## config.mk

```make
export PLATFORM = sky130hd
export DESIGN_NAME = paged_register_access_sequencer
export DESIGN_NICKNAME = d
export VERILOG_FILES = /design/src/rtl/prs_pkg.sv /design/src/rtl/prs_step.sv /design/src/rtl/paged_register_access_sequencer.sv
export SDC_FILE = /design/constraint.sdc
export NUM_CORES = 1
export LEC_CHECK = 0
export ABC_AREA = 0
export CORE_MARGIN = 2
export CORE_UTILIZATION = 25
export DETAILED_ROUTE_END_ITERATION = 8
export DONT_BUFFER_PORTS = 1
export PLACE_DENSITY = 0.5
export SLEW_MARGIN = 20
export SYNTH_ARGS = -nofsm -noshare
export SYNTH_HDL_FRONTEND = slang
export SYNTH_SLANG_ARGS = --single-unit
```

## constraint.sdc

```tcl
create_clock -name clk -period 13.4 [get_ports clk]
set_clock_uncertainty 0.2 [all_clocks]
set_input_delay 0.67 -clock clk [delete_from_list [all_inputs] [get_ports clk]]
set_output_delay 0.67 -clock clk [all_outputs]
set_load 0.005 [all_outputs]
```

## src/rtl/prs_pkg.sv

```systemverilog
`timescale 1ns / 1ps

package prs_pkg;

  typedef enum logic [1:0] {
    OP_WRITE   = 2'd0,
    OP_READ    = 2'd1,
    OP_SENT    = 2'd2,
    OP_RX_DATA = 2'd3
  } op_t;

  typedef enum logic [2:0] {
    ACT_NONE     = 3'd0,
    ACT_SEND     = 3'd1,
    ACT_READ     = 3'd2,
    ACT_WR_DONE  = 3'd3,
    ACT_RD_DONE  = 3'd4
  } action_t;

  typedef enum logic [2:0] {
    PH_IDLE      = 3'd0,
    PH_WR_BLOCK  = 3'd1,
    PH_WR_DATA   = 3'd2,
    PH_RD_BLOCK  = 3'd3,
    PH_RD_OFFSET = 3'd4,
    PH_RD_DATA   = 3'd5
  } phase_t;

  localparam logic [7:0] NO_BLOCK = 8'hff;

  typedef struct packed {
    op_t         operation;
    logic [7:0]  reg_block;
    logic [6:0]  reg_offset;
    logic        two_byte;
    logic [15:0] write_data;
    logic [7:0]  requester;
    logic        send_ok;
    logic [15:0] rx_data;
  } item_t;

  typedef struct packed {
    action_t     action;
    logic [1:0]  byte_count;
    logic [7:0]  tx_byte0;
    logic [7:0]  tx_byte1;
    logic [7:0]  tx_byte2;
    logic        status;
    logic [15:0] result_data;
    logic [7:0]  done_block;
    logic [6:0]  done_offset;
    logic [7:0]  reply_to;
  } result_t;

  typedef struct packed {
    logic [7:0]  selected_block;
    logic [7:0]  pending_block;
    logic [6:0]  pending_offset;
    logic        pending_wide;
    logic [15:0] pending_value;
    logic [7:0]  pending_client;
  } ctx_t;

endpackage

```

## src/rtl/prs_step.sv

```systemverilog
`timescale 1ns / 1ps

module prs_step import prs_pkg::*; (
  input  item_t      item,
  input  phase_t     phase,
  input  ctx_t       ctx,
  input  logic [6:0] block_select_offset,
  output phase_t     phase_nxt,
  output ctx_t       ctx_nxt,
  output result_t    result
);

  logic [7:0] sel_byte;
  logic [7:0] wr_byte;
  logic [7:0] rd_byte;

  assign sel_byte = {block_select_offset, 1'b0};
  assign wr_byte  = {ctx.pending_offset, 1'b0};
  assign rd_byte  = {ctx.pending_offset, 1'b1};

  always_comb begin
    phase_nxt = phase;
    ctx_nxt   = ctx;
    result    = '0;
    result.action = ACT_NONE;
    unique case (item.operation)
      OP_WRITE: begin
        ctx_nxt.pending_block  = item.reg_block;
        ctx_nxt.pending_offset = item.reg_offset;
        ctx_nxt.pending_wide   = item.two_byte;
        ctx_nxt.pending_value  = item.write_data;
        ctx_nxt.pending_client = item.requester;
        result.action = ACT_SEND;
        if (item.reg_block != ctx.selected_block) begin
          phase_nxt         = PH_WR_BLOCK;
          result.byte_count = 2'd2;
          result.tx_byte0   = sel_byte;
          result.tx_byte1   = item.reg_block;
        end else begin
          phase_nxt         = PH_WR_DATA;
          result.byte_count = item.two_byte ? 2'd3 : 2'd2;
          result.tx_byte0   = {item.reg_offset, 1'b0};
          result.tx_byte1   = item.write_data[7:0];
          result.tx_byte2   = item.two_byte ? item.write_data[15:8] : 8'd0;
        end
      end
      OP_READ: begin
        if (phase != PH_IDLE) begin
          // abandoned access: error goes to the pending client
          phase_nxt          = PH_IDLE;
          result.action      = ACT_RD_DONE;
          result.status      = 1'b1;
          result.done_block  = item.reg_block;
          result.done_offset = item.reg_offset;
          result.reply_to    = ctx.pending_client;
        end else begin
          ctx_nxt.pending_block  = item.reg_block;
          ctx_nxt.pending_offset = item.reg_offset;
          ctx_nxt.pending_wide   = item.two_byte;
          ctx_nxt.pending_client = item.requester;
          result.action = ACT_SEND;
          if (item.reg_block != ctx.selected_block) begin
            phase_nxt         = PH_RD_BLOCK;
            result.byte_count = 2'd2;
            result.tx_byte0   = sel_byte;
            result.tx_byte1   = item.reg_block;
          end else begin
            phase_nxt         = PH_RD_OFFSET;
            result.byte_count = 2'd1;
            result.tx_byte0   = {item.reg_offset, 1'b1};
          end
        end
      end
      OP_SENT: begin
        if (!item.send_ok) begin
          if (phase == PH_WR_BLOCK || phase == PH_WR_DATA) begin
            phase_nxt          = PH_IDLE;
            result.action      = ACT_WR_DONE;
            result.status      = 1'b1;
            result.result_data = ctx.pending_value;
            result.done_block  = ctx.pending_block;
            result.done_offset = ctx.pending_offset;
            result.reply_to    = ctx.pending_client;
          end else if (phase == PH_RD_BLOCK || phase == PH_RD_OFFSET) begin
            phase_nxt          = PH_IDLE;
            result.action      = ACT_RD_DONE;
            result.status      = 1'b1;
            result.done_block  = ctx.pending_block;
            result.done_offset = ctx.pending_offset;
            result.reply_to    = ctx.pending_client;
          end
        end else begin
          unique case (phase)
            PH_WR_BLOCK: begin
              ctx_nxt.selected_block = ctx.pending_block;
              phase_nxt         = PH_WR_DATA;
              result.action     = ACT_SEND;
              result.byte_count = ctx.pending_wide ? 2'd3 : 2'd2;
              result.tx_byte0   = wr_byte;
              result.tx_byte1   = ctx.pending_value[7:0];
              result.tx_byte2   = ctx.pending_wide ? ctx.pending_value[15:8] : 8'd0;
            end
            PH_WR_DATA: begin
              phase_nxt          = PH_IDLE;
              result.action      = ACT_WR_DONE;
              result.result_data = ctx.pending_value;
              result.done_block  = ctx.pending_block;
              result.done_offset = ctx.pending_offset;
              result.reply_to    = ctx.pending_client;
            end
            PH_RD_BLOCK: begin
              ctx_nxt.selected_block = ctx.pending_block;
              phase_nxt         = PH_RD_OFFSET;
              result.action     = ACT_SEND;
              result.byte_count = 2'd1;
              result.tx_byte0   = rd_byte;
            end
            PH_RD_OFFSET: begin
              phase_nxt         = PH_RD_DATA;
              result.action     = ACT_READ;
              result.byte_count = ctx.pending_wide ? 2'd2 : 2'd1;
            end
            default: begin
            end
          endcase
        end
      end
      OP_RX_DATA: begin
        if (phase == PH_RD_DATA) begin
          phase_nxt = PH_IDLE;
          ctx_nxt.pending_value = ctx.pending_wide ? item.rx_data
                                                   : {8'd0, item.rx_data[7:0]};
          result.action      = ACT_RD_DONE;
          result.result_data = ctx_nxt.pending_value;
          result.done_block  = ctx.pending_block;
          result.done_offset = ctx.pending_offset;
          result.reply_to    = ctx.pending_client;
        end
      end
      default: begin
      end
    endcase
  end

endmodule

```

## src/rtl/paged_register_access_sequencer.sv

```systemverilog
`timescale 1ns / 1ps

// channel  | direction | handshake              | payload
// ---------+-----------+------------------------+----------------------------------------
// in_      | input     | in_valid / in_stall    | operation, block, offset, data, client
// out_     | output    | out_valid / out_stall  | bus action, tx bytes, completion fields
// cfg_     | input     | cfg_wr_en              | block select register offset
//
// one request accepted per cycle while in_stall is low; every request yields exactly one result
// a request passes the input register, then the phase step into the result register
// the step reads and updates the phase and pending context in the same cycle
// rst_n is synchronous: phase idle, no block selected, both stages empty
// a stalled result holds its stage; the input stage fills behind it, then stalls

module paged_register_access_sequencer import prs_pkg::*; (
  input  logic        clk,
  input  logic        rst_n,
  // configuration
  input  logic        cfg_wr_en,
  input  logic [6:0]  cfg_wr_data,
  // request channel
  input  logic        in_valid,
  output logic        in_stall,
  input  logic [1:0]  in_operation,
  input  logic [7:0]  in_reg_block,
  input  logic [6:0]  in_reg_offset,
  input  logic        in_two_byte,
  input  logic [15:0] in_write_data,
  input  logic [7:0]  in_requester,
  input  logic        in_send_ok,
  input  logic [15:0] in_rx_data,
  // result channel
  output logic        out_valid,
  input  logic        out_stall,
  output logic [2:0]  out_action,
  output logic [1:0]  out_byte_count,
  output logic [7:0]  out_tx_byte0,
  output logic [7:0]  out_tx_byte1,
  output logic [7:0]  out_tx_byte2,
  output logic        out_status,
  output logic [15:0] out_result_data,
  output logic [7:0]  out_done_block,
  output logic [6:0]  out_done_offset,
  output logic [7:0]  out_reply_to
);

  // block select register offset
  logic [6:0] bsel_off_r;

  // input stage
  logic       s1_valid_r;
  item_t      s1_item_r;

  // sequencer state
  phase_t     phase_r;
  phase_t     phase_nxt;
  ctx_t       ctx_r;
  ctx_t       ctx_nxt;

  // result stage
  logic       out_valid_r;
  result_t    out_r;
  result_t    step_result;

  logic       advance;

  // the input stage moves on when the result stage is empty or being drained
  assign advance  = s1_valid_r & (~out_valid_r | ~out_stall);
  assign in_stall = s1_valid_r & ~advance;

  always_ff @(posedge clk) begin
    if (!rst_n) begin
      bsel_off_r <= '0;
    end else if (cfg_wr_en) begin
      bsel_off_r <= cfg_wr_data;
    end
  end

  // input register
  always_ff @(posedge clk) begin
    if (!rst_n) begin
      s1_valid_r <= 1'b0;
    end else if (!in_stall) begin
      s1_valid_r <= in_valid;
    end
  end

  always_ff @(posedge clk) begin
    if (!in_stall && in_valid) begin
      s1_item_r.operation  <= op_t'(in_operation);
      s1_item_r.reg_block  <= in_reg_block;
      s1_item_r.reg_offset <= in_reg_offset;
      s1_item_r.two_byte   <= in_two_byte;
      s1_item_r.write_data <= in_write_data;
      s1_item_r.requester  <= in_requester;
      s1_item_r.send_ok    <= in_send_ok;
      s1_item_r.rx_data    <= in_rx_data;
    end
  end

  // phase step: next phase, pending context and the result for this request
  prs_step u_step (
    .item                (s1_item_r),
    .phase               (phase_r),
    .ctx                 (ctx_r),
    .block_select_offset (bsel_off_r),
    .phase_nxt           (phase_nxt),
    .ctx_nxt             (ctx_nxt),
    .result              (step_result)
  );

  // phase and context only change when a request passes into the result stage
  always_ff @(posedge clk) begin
    if (!rst_n) begin
      phase_r <= PH_IDLE;
      ctx_r   <= '{selected_block: NO_BLOCK, default: '0};
    end else if (advance) begin
      phase_r <= phase_nxt;
      ctx_r   <= ctx_nxt;
    end
  end

  // result register
  always_ff @(posedge clk) begin
    if (!rst_n) begin
      out_valid_r <= 1'b0;
    end else if (advance) begin
      out_valid_r <= 1'b1;
    end else if (!out_stall) begin
      out_valid_r <= 1'b0;
    end
  end

  always_ff @(posedge clk) begin
    if (advance) begin
      out_r <= step_result;
    end
  end

  assign out_valid       = out_valid_r;
  assign out_action      = out_r.action;
  assign out_byte_count  = out_r.byte_count;
  assign out_tx_byte0    = out_r.tx_byte0;
  assign out_tx_byte1    = out_r.tx_byte1;
  assign out_tx_byte2    = out_r.tx_byte2;
  assign out_status      = out_r.status;
  assign out_result_data = out_r.result_data;
  assign out_done_block  = out_r.done_block;
  assign out_done_offset = out_r.done_offset;
  assign out_reply_to    = out_r.reply_to;

endmodule
```

Word level (Yosys, flattened, before mapping). Cells that the tools add are included.

Latch bits: 0. ROM bits: 0. Input port bits: 71. Word-level logic and storage cells: 116. Memory bits (writable): 0. Output and inout port bits: 71. Register bits after elaboration: 188. Memories kept: 0.

Magnitude comparators: 0. Shift operators: 0. Divide/modulo/power cells: 0. Bitwise operators: 6. $mul: 0. Mux-type cells: 55. $add $sub $neg: 0. Equal/unequal tests: 14. Reduce and logical (&&, ||, !) cells: 13.

Operators with widths (count): 2-to-1 mux 39 bit (3); one-hot mux 16 bit (2 select lines) (3); 2-to-1 mux 16 bit (5); 2-to-1 mux 23 bit (3); one-hot mux 23 bit (3 select lines) (1); one-hot mux 18 bit (3 select lines) (1); one-hot mux 8 bit (2 select lines) (3); 2-to-1 mux 8 bit (5); 2-to-1 mux 18 bit (2); one-hot mux 3 bit (4 select lines) (3); 2-to-1 mux 3 bit (11); 2-to-1 mux 26 bit (1); one-hot mux 2 bit (3 select lines) (2); 2-to-1 mux 10 bit (1); 2-to-1 mux 1 bit (8); != test 8 bit (1); AND reduction 4 bit (2); equality test 3 x 2 -> 1 bit (second input constant) (2); equality test 3 bit (second input constant) (2); != test 6 x 2 -> 1 bit (second input constant) (1); AND reduction 3 bit (2); equality test 2 bit (second input constant) (2); 2-to-1 mux 2 bit (2); != test 2 x 1 -> 1 bit (second input constant) (2); 15 further kinds (20).

Depth between registers and ports, before layout. Gate-level depths: netlist (run 1).

Word-level depth: 7. Depth in mapped cells: 9. Mapped depth without buffers: 7.

Modules after synthesis. A second synthesis (run 1) with hierarchy kept.

Cell total of the unflattened synthesis: 764. Area, all modules: 8568.2 um^2.

Modules (own cells, without submodules): paged_register_access_sequencer (area each 6309.8 um^2, times used 1, cells each 380, sequential area each 5044.8 um^2); prs_step (area each 2258.4 um^2, times used 1, cells each 384, sequential area each 0.0 um^2).

Worst setup path after synthesis (run 1). Ideal clock, no wire load.

Path type: in2reg. Start point: input out_stall. End point: register ctx_r[40] in the netlist's numbering. Arrival time: 5654 ps. Path slack: 7417 ps. Stages on the path: 4. Library setup time: 130 ps. Buffers on the path: 0. Data required time: 13070 ps. Cell sequence: a21boi_1 > nand2_1 > mux2i_1 > nand2_1.

Cells in the longest elaborated chain, start to end: 4.

Ends and longest elaborated chain: start: declaration (RTL line paged_register_access_sequencer.sv:34) `input logic out_stall,`; NOT 1 bit (RTL line paged_register_access_sequencer.sv:68) `assign advance = s1_valid_r & (~out_valid_r | ~out_stall);`; OR 1 bit (RTL line paged_register_access_sequencer.sv:68); bitwise AND 1 bit (RTL line paged_register_access_sequencer.sv:68); AND reduction 4 bit (no line); end signal: assignment (RTL line paged_register_access_sequencer.sv:119) `ctx_r <= ctx_nxt;`; end: declaration (RTL line paged_register_access_sequencer.sv:57) `ctx_t ctx_r;`.

No other way between the ends. A chain may end at the register's enable or synchronous reset.

==> run metrics, run 1 <==
initial drt markers 410; Mapped Area 7520 um^2; crit share post-route 25.4%; post-cts sizing count 0; placed cell count 962; DP HPWL 12.8 mm; Post-synth EDFFs 128; FF-to-FF setup slack 9.99 ns; CP Max Fanout 12; Yosys warning count 0; fraction of layout cells with a size suffix above 1 8.94%; setup repair bufs after CTS 0; worst r2r src s1_item_r[57]$_DFFE_PP_; asr flop ratio synth 0%; drt first pass iters 5; Pins Over Slew Limit 0; mux contribution to synthesized area 3.99%; RSZ-0062 raised after global routing no; CTS Hold Bufs 0; Die Span X 177 um; CTS Buf Count 17; grt met2 use 19.8%; total congestion overflow 0; XOR/XNOR Fraction of Synth Area 0.931%; CP max stage cell nor2_1; worst endpoint required time 13.50 ns; met3 Track Usage GR 4.88%; most frequent cell after synthesis edfxtp_1; CTS tree yes; Fin. Hold Viols 0; Worst-path clk slew 0.07 ns; routed wire length 20.1 mm; Crit Path Category reg -> reg; distinct cell type count after synthesis 52; total track usage 12.9%; drt wl/cell 20.1 um; largest net degree at the start of global routing 73; first-pass GRT wire length 29.6 mm; most frequent cells after synthesis 128 x edfxtp_1, 74 x nand2_1, 60 x dfxtp_1; Setup violations, final 0; #FFs+latches synth 188; Mapped Cells 602; CP Capture Type flip-flop; Area Overhead vs Synth 13.7%; DIE HEIGHT 177 um; setup TNS 0 ns; crit start category flip-flop; biggest area consumer among synthesized cells edfxtp_1; placer congestion estimate 0.773; Leak 0.00286 uW; H-tree levels 4; Worst Hold Path Cells 1; most used cell, CP nor2_1; Ports 142; clk_lat worst skew 0.44 ns; Area contributors post-synth edfxtp_1 51%, dfxtp_1 16%, mux2i_1 4.0%; Hold WS 0.101 ns; Worst Reg-to-Reg Cells 6; Worst slew margin 28.5%; compound-cell area share of the yosys netlist 12.9%; sequential fraction of the synthesis area 67.1%; hold_sp rst_n; vias in the first global route 4,578; post-synth net total 678; top_reg_cell synth edfxtp_1; run status completed; fin cells 998; Post-Synth Simple-Gate Area 11.5%; Worst Max-Slew Pin Slew 1.07 ns; Filler cells 3,069; Final Net Count 667; Hold/Removal Path Class in -> reg; Initial Util 25.4%; reg2reg end out_reply_to[0]$_DFFE_PP_; clock buffer depth 2; syn_area_per_cell 12.5 um^2; Adder-Cell Fraction of Synth Area 0.832%; CTS Sinks 188; PortBufs 0; critical path cell sequence ha_1 > inv_2 > nor2_1 > nor2_1 > a21oi_1 > and2_1; fmax 294 MHz; Max stage delay on crit path 0.74 ns; Antenna Nets Post-Route 0; clock root cell clkbuf_16; grt peak-use layer met2; Yosys top cell area share 51.1%; max cap viols 0; vias per cell 4.63; full die area 31,500 um^2; Crit path arrival time 3.50 ns; met1 usage 16.4%; core area 29,600 um^2; DRC Markers 0; hold endpoint ctx_r[46]$_SDFFE_PN1P_; Worst IR Drop VDD 71.6 uV; FP Rows 63; main combinational cell family by area after synthesis compound AO/OA/AOI/OAI gates; Vias 4,616; fin crit period 3.41 ns; Power Density 149 nW/um^2; antenna violations before repair 6
==> cells in the final DEF, fill, tap and decap left out, drive strengths merged, types with 5 or more instances in the layout <==
cell,synthesis,routed
a211oi,17,17
a21oi,36,36
a22o,25,25
a22oi,24,24
a31oi,5,5
a32oi,5,5
and2,12,12
buf,21,8
clkbuf,17,20
clkinv,0,5
dfxtp,60,60
edfxtp,128,128
ha,5,5
inv,6,8
mux2i,30,30
nand2,74,74
nand2b,7,7
nand3,14,14
nor2,57,57
nor2b,7,7
nor3,7,7
o21ai,12,12
xnor2,8,8
==> logic make-up after synthesis <==
family | after synthesis
AND/OR/NAND/NOR | 188
AO/OA/AOI/OAI | 139
buffers and inverters | 44
XOR/XNOR | 8
flip-flops | 188
adder cells (fa/ha/maj) | 5
multiplexers | 30
==> power by group <==
group	internal (uW)	switching, uW
clock	325	228
sequential	649	20.2
combinational	17.3	38.1
==> routing by layer <==
metal	routed length [um]	up-vias
li1	-	2191
met1	8880	2271
met2	9530	130
met3	1310	22
met4	359	2
met5	13	-
==> state kept, by name (all words and copies together), names as in the netlist <==
register         count
s1_item_r           59
ctx_r               48
out_result_data     16
out_done_block       8
out_reply_to         8
out_tx_byte0         8
out_tx_byte1         8
out_tx_byte2         8
bsel_off_r           7
out_done_offset      7
out_action           3
phase_r              3
out_byte_count       2
out_status           1
out_valid            1
s1_valid_r           1
==> worst max-delay path, delay by kind of cell (launching register included) <==
family	cells	cell delay (ns)
buf+inv	1	0.28
flops	1	0.41
fa+ha+maj	1	0.65
simple gates	3	1.09
compound gates	1	0.65
==> how the worst max path moves through the flow <==
stage / endpoint / slack [ns] / start
3_5_place_dp: out_reply_to[1]$_DFFE_PP_ / 9.92 / s1_item_r[57]$_DFFE_PP_
2_1_floorplan: ctx_r[40]$_SDFFE_PN1P_ / 7.42 / out_stall
5_1_grt: out_reply_to[7]$_DFFE_PP_ / 9.75 / s1_item_r[57]$_DFFE_PP_
6_report: out_reply_to[0]$_DFFE_PP_ / 9.99 / s1_item_r[57]$_DFFE_PP_
4_1_cts: out_reply_to[1]$_DFFE_PP_ / 9.90 / s1_item_r[57]$_DFFE_PP_
3_3_place_gp: out_reply_to[5]$_DFFE_PP_ / 9.97 / s1_item_r[58]$_DFFE_PP_
==> per-stage QoR <==
| step | cell area, um^2 | power [uW] | util, % | setup WS [ns] |
|---|---|---|---|---|
| 2_1_floorplan | 7520 | 718 | - | 7.42 |
| 3_3_place_gp | 7900 | 739 | 26.7 | 9.97 |
| 3_5_place_dp | 7900 | 740 | 26.7 | 9.92 |
| 4_1_cts | 8540 | 1290 | 28.8 | 9.90 |
| 5_1_grt | 8550 | 1330 | 28.8 | 9.75 |
| 6_report | 8550 | 1280 | 28.9 | 9.99 |
==> final cells by class <==
type | count | area [um^2] | share of cell area (%)
Inverter | 6 | 22.5 | 0.263
Sequential cell | 188 | 5040 | 59.0
Timing Repair Buffer | 8 | 60.1 | 0.702
Clock inverter | 12 | 185 | 2.17
Antenna cell | 4 | 10.0 | 0.117
Tap cell | 390 | 488 | 5.71
Clock buffer | 20 | 457 | 5.34
Multi-Input combinational cell | 370 | 2290 | 26.7
(Power assumes the default switching activity.)
==> run 2: changes to the inputs <==
Settings changed: PLACE_DENSITY 0.5 to 0.52.
Clock period 13.4 ns to 3.1 ns, I/O delays scaled along.
==> run 2 against run 1 <==
Net effect:
- sequential power rose to 4.3 times the previous value
- sequential share of layout area down 4.7 points
- cell count up 8.3%
- largest cell class unchanged
- utilization is 2.5 points higher
- largest power group unchanged
- design area grew 8.7%
- total power grew to 4.2 times the previous value
- register-to-register slack got worse by 9.5 ns
- clock-buffer cell count down 2
- clock power rose to 3.8 times the previous value
- critical endpoint is now out_tx_byte2[6]$_DFFE_PP_
- combinational power grew to 6.0 times the previous value
==> run metrics, run 2 (synthesis gave the netlist of run 1 again) <==
Power Density 572 nW/um^2 (+280%); Area Overhead vs Synth 23.6%; DRC Markers 0 (unchanged); Leak 0.00317 uW (+11%); vias per cell 4.56 (-1.4%); Hold/Removal Path Class in -> reg; Design Area, Final 9300 um^2 (+8.7%); CP Capture Type flip-flop; fin cells 1,081 (+8.3%); Largest register FFs 59 (unchanged); Crit path arrival time 2.69 ns (-0.81 ns); Worst-path clk slew 0.07 ns (about the same); FF-to-FF setup slack 0.51 ns (-9.48 ns); first-pass GRT wire length 30.2 mm (+1.8%); Comb power frac 6.3% (+2.0 points); total congestion overflow 0 (unchanged); worst r2r src s1_item_r[57]$_DFFE_PP_; worst setup path startpoint s1_item_r[57]$_DFFE_PP_; FP Rows 63 (unchanged); Worst IR Drop VDD 315 uV (+340%); crit share post-route 83.5% (+58 points); setup repair bufs after CTS 0 (unchanged); core area 29,600 um^2 (unchanged); switching share of total power 23.6% (+1.1 points); total track usage 13.0% (+0.036 points); H-tree levels 4 (unchanged); largest register by flop count s1_item_r; Cell Area, Placed 7970 um^2 (+0.92%); Final Net Count 752 (+13%); worst endpoint required time 3.20 ns (-10.30 ns); Fin. Hold Viols 0 (unchanged); Vias 4,928 (+6.8%); Switch Pwr 1250 uW (+340%); Worst Hold Path Cells 2 (+1); max cap viols 0 (unchanged); clock root cell clkbuf_16; clock buffer depth 2 (unchanged); CTS Sinks 188 (unchanged); placer congestion estimate 0.758 (-1.9%); total power 5320 uW (+320%); CTS Hold Bufs 77 (+77); hold_sp in_valid; most frequent cells in the layout 128 x edfxtp_1, 77 x dlygate4sd3_1, 74 x nand2_1; hold endpoint s1_item_r[43]$_DFFE_PP_; run status completed; crit start category flip-flop; Crit Path Category reg -> reg; Int Power 4060 uW (+310%); fin crit period 2.59 ns (-0.819 ns); Die Span X 177 um (unchanged); DIE HEIGHT 177 um (unchanged); RSZ-0062 raised after global routing no; CTS Buf Count 17 (unchanged); setup TNS 0 ns (unchanged); DP HPWL 13.2 mm (+3.3%); Worst slew margin 44.1% (+16 points); Antenna Nets Post-Route 0 (unchanged); initial drt markers 361 (-12%); drt wl/cell 18.7 um (-6.9%); PnR worst setup slack 0.512 ns (-9.48 ns); routed wire length 20.3 mm (+0.83%); Pins Over Slew Limit 0 (unchanged); PortBufs 0 (unchanged); commonest non-fill, non-tap cell in the layout edfxtp_1; placed cell count 970 (+0.83%); vias in the first global route 4,995 (+9.1%); fmax 386 MHz (+32%); drt first pass iters 6 (+1); Initial Util 25.4% (unchanged); Setup violations, final 0 (unchanged); reg2reg end out_tx_byte2[6]$_DFFE_PP_; Ports 142 (unchanged); Seq pwr share 54.4% (+2.0 points); antenna violations before repair 2 (-4); Worst Reg-to-Reg Cells 6 (unchanged); CP Max Fanout 9 (-3); Worst Max-Slew Pin Slew 0.837 ns (-0.233 ns); Post-Place Worst Slack 0.558 ns (-9.36 ns); largest net degree at the start of global routing 60 (-18%); Clock power frac 39.3% (-4.0 points); fraction of layout cells with a size suffix above 1 8.56% (-0.38 points); post-cts sizing count 0 (unchanged); clk_lat worst skew 0.44 ns (about the same); CTS tree yes; full die area 31,500 um^2 (unchanged)
==> run 2: final cells by class <==
type,instances,area [um^2]
antenna,2,5.00
sequential,188,5040
multi-input combinational,370,2290
tap,390,488
clock buffer,18,429
fill,3066,20300
timing repair buffer,93,903
inverter,6,23.8
clock inverter,14,120
==> run 2: worst max path at each step <==
stage | endpoint | slack [ns]
CTS | out_tx_byte2[2]$_DFFE_PP_ | 0.54
finish | out_tx_byte2[6]$_DFFE_PP_ | 0.51
global route | out_tx_byte2[0]$_DFFE_PP_ | 0.34
global placement | out_tx_byte2[7]$_DFFE_PP_ | 0.59
detailed placement | out_tx_byte2[2]$_DFFE_PP_ | 0.56
floorplan | ctx_r[40]$_SDFFE_PN1P_ | 0.22
==> run 2: power by group through the flow <==
stage | logic (uW) | clock network (uW) | registers, uW
detailed placement | 251 | 0 | 2950
CTS | 341 | 2150 | 2900
global placement | 248 | 0 | 2950
global route | 372 | 2250 | 2910
finish | 333 | 2090 | 2890
floorplan | 187 | 0 | 2910
==> run 2: metrics by stage <==
step           utilization (%)  hold WS (ns)
2_1_floorplan                -        0.0539
3_3_place_gp              26.9        0.0264
3_5_place_dp              26.9        0.0280
4_1_cts                   31.4        0.0539
5_1_grt                   31.4        0.0622
6_report                  31.4        0.0519
==> run 2: per-layer routing <==
metal	part of all wire, %	vias to the layer above	GRT usage (%)
met2	48	139	21.1
li1	-	2361	-
met5	0	-	0
met3	6.8	19	4.61
met1	44	2409	15.9
met4	1.8	0	4.20
==> run 2: critical path: stages, from the launching register on <==
cell	delay, ns
edfxtp_1	0.44
inv_1	0.11
ha_1	0.32
nand2b_1	0.17
nor4b_4	0.51
and2_1	0.48
a22o_1	0.22
==> run 3: changes to the inputs <==
Settings changed: PLACE_DENSITY 0.52 to 0.5.
Clock period 3.1 ns to 2.55 ns, I/O delays scaled along.
==> run 3 against run 2 <==
Net effect:
- flip-flop and latch count unchanged
- routed wire length increased by 2.3%
- critical path depth increased by 1
- via count increased by 1.2%
- largest cell class unchanged
- cell count increased by 0.74%
- first-iteration DRC count decreased by 1.7%
- critical endpoint is now out_tx_byte1[0]$_DFFE_PP_
==> run metrics, run 3 (synthesis gave the netlist of run 1 again) <==
Initial Util 25.4% (unchanged); Power Density 696 nW/um^2 (+22%); DRC Markers 0 (unchanged); FP Rows 63 (unchanged); Fin. Hold Viols 0 (unchanged); Area Overhead vs Synth 25.3%; FF-to-FF setup slack 0.20 ns (-0.32 ns); Worst IR Drop VDD 423 uV (+35%); Worst-path clk slew 0.08 ns (about the same); Ports 142 (unchanged); core area 29,600 um^2 (unchanged); commonest non-fill, non-tap cell in the layout edfxtp_1; largest register by flop count s1_item_r; first-pass GRT wire length 31.4 mm (+4.3%); clk_lat worst skew 0.43 ns (about the same); drt first pass iters 7 (+1); total track usage 13.5% (+0.52 points); run status completed; Antenna Nets Post-Route 0 (unchanged); CTS tree yes; drt wl/cell 19.0 um (+1.5%); Final Net Count 762 (+1.3%); CP max stage cell edfxtp_1; total congestion overflow 0 (unchanged); critical path cell sequence inv_1 > ha_1 > nand2b_1 > nor4b_4 > buf_4 > nand2_1 > a31oi_1; Crit path arrival time 2.38 ns (-0.31 ns); setup repair bufs after CTS 0 (unchanged); clock root cell clkbuf_16; Worst Max-Slew Pin Slew 0.639 ns (-0.198 ns); CTS Buf Count 17 (unchanged); vias in the first global route 5,129 (+2.7%); Max stage delay on crit path 0.46 ns (-0.05 ns); CP Capture Type flip-flop; crit share post-route 92.3% (+8.9 points); Crit Path Category reg -> reg; Pins Over Slew Limit 0 (unchanged); placer congestion estimate 0.782 (+3.1%); PortBufs 0 (unchanged); routed wire length 20.7 mm (+2.3%); DP HPWL 13.6 mm (+2.8%); Vias 4,985 (+1.2%); diode count 0 (-2); H-tree levels 4 (unchanged); fmax 425 MHz (+9.9%); most frequent cells in the layout 128 x edfxtp_1, 76 x dlygate4sd3_1, 74 x nand2_1; Hold WS 0.0368 ns (-0.0151 ns); Worst slew margin 57.4% (+13 points); DIE HEIGHT 177 um (unchanged); fraction of layout cells with a size suffix above 1 10.7% (+2.2 points); WP buf/inv 2 (+1); clock buffer depth 2 (unchanged); area occupied by multi-input gates 2290 um^2 (+0.33%); RSZ-0062 raised after global routing no; setup TNS 0 ns (unchanged); CP Max Fanout 9 (unchanged); crit start category flip-flop; CTS Sinks 188 (unchanged); max cap viols 0 (unchanged); vias per cell 4.58 (+0.41%); antenna violations before repair 0 (-2); full die area 31,500 um^2 (unchanged); worst endpoint required time 2.57 ns (-0.63 ns); Crit path max-delay family simple AND/OR/NAND/NOR gates; Leak 0.00325 uW (+2.5%); Largest register FFs 59 (unchanged); fin crit period 2.35 ns (-0.233 ns); Hold/Removal Path Class in -> reg; initial drt markers 355 (-1.7%); Setup violations, final 0 (unchanged); Die Span X 177 um (unchanged); largest net degree at the start of global routing 60 (unchanged); Filler cells 3,019 (-1.5%); Seq. cell area 5050 um^2 (about the same); Util after Layout 31.8% (+0.42 points)
[run 3: cell count changes in the layout (fill, tap and decap cells not counted), sizes merged]
cell | before | now
inv | 9 | 11
clkbuf | 18 | 23
bufinv | 1 | 0
dlygate4sd3 | 77 | 76
clkinv | 7 | 3
buf | 16 | 27
diode | 2 | 0
clkinvlp | 3 | 1
[run 3: repair_timing]
action,CTS,global route
endpoints found under the setup margin,0,16
hold endpoints to repair,99,0
hold buffers,76,0
resized for setup,0,1
[run 3: worst paths after layout]
path,depth (start not counted),from,to
max,7,s1_item_r[57]$_DFFE_PP_,out_tx_byte1[0]$_DFFE_PP_
min,2,in_valid,s1_item_r[58]$_DFFE_PP_
max reg2reg,7,s1_item_r[57]$_DFFE_PP_,out_tx_byte1[0]$_DFFE_PP_
min reg2reg,2,ctx_r[1]$_SDFFE_PN0P_,ctx_r[1]$_SDFFE_PN0P_
[run 3: metrics by stage]
| stage | area, um^2 | setup slack [ns] | instances | power (uW) |
|---|---|---|---|---|
| global placement | 8090 | 0.219 | 981 | 3910 |
| finish | 9420 | 0.195 | 1089 | 6560 |
| floorplan | 7580 | -0.232 | 602 | 3770 |
| global route | 9420 | 0.0559 | 1089 | 6850 |
| detailed placement | 8090 | 0.113 | 981 | 3910 |
| CTS | 9420 | 0.0866 | 1089 | 6670 |
[run 3: power breakdown]
| group | total (uW) | internal [uW] | switching, uW |
|---|---|---|---|
| combinational | 429 | 193 | 236 |
| clock | 2620 | 1410 | 1210 |
| sequential | 3510 | 3410 | 102 |
| total | 6560 | 5010 | 1540 |
[run 3: routing by layer]
metal / track usage (%) / vias to the layer above / wire length, um
met5: 0 / - / 0
met3: 3.81 / 21 / 1070
li1: - / 2387 / -
met2: 21.8 / 145 / 10000
met1: 17.5 / 2432 / 9290
met4: 4.10 / 0 / 335
[run 3: worst register-to-register path: cells and delay by family (launching register included)]
kind	cells	cell delay, ns
DFF	1	0.46
buffers and inverters	2	0.33
adders and majority gates	1	0.35
AOI/OAI and AO/OA	1	0.30
and+or+nand+nor	3	0.51
[run 3: final cells by class]
class,count,share of cell area [%]
inverters,6,0.239
flip-flops and latches,188,53.6
repair buffers,103,10.6
clock buffers,23,5.31
multi-input cells,370,24.3
clock inverters,9,0.757
well taps,390,5.18
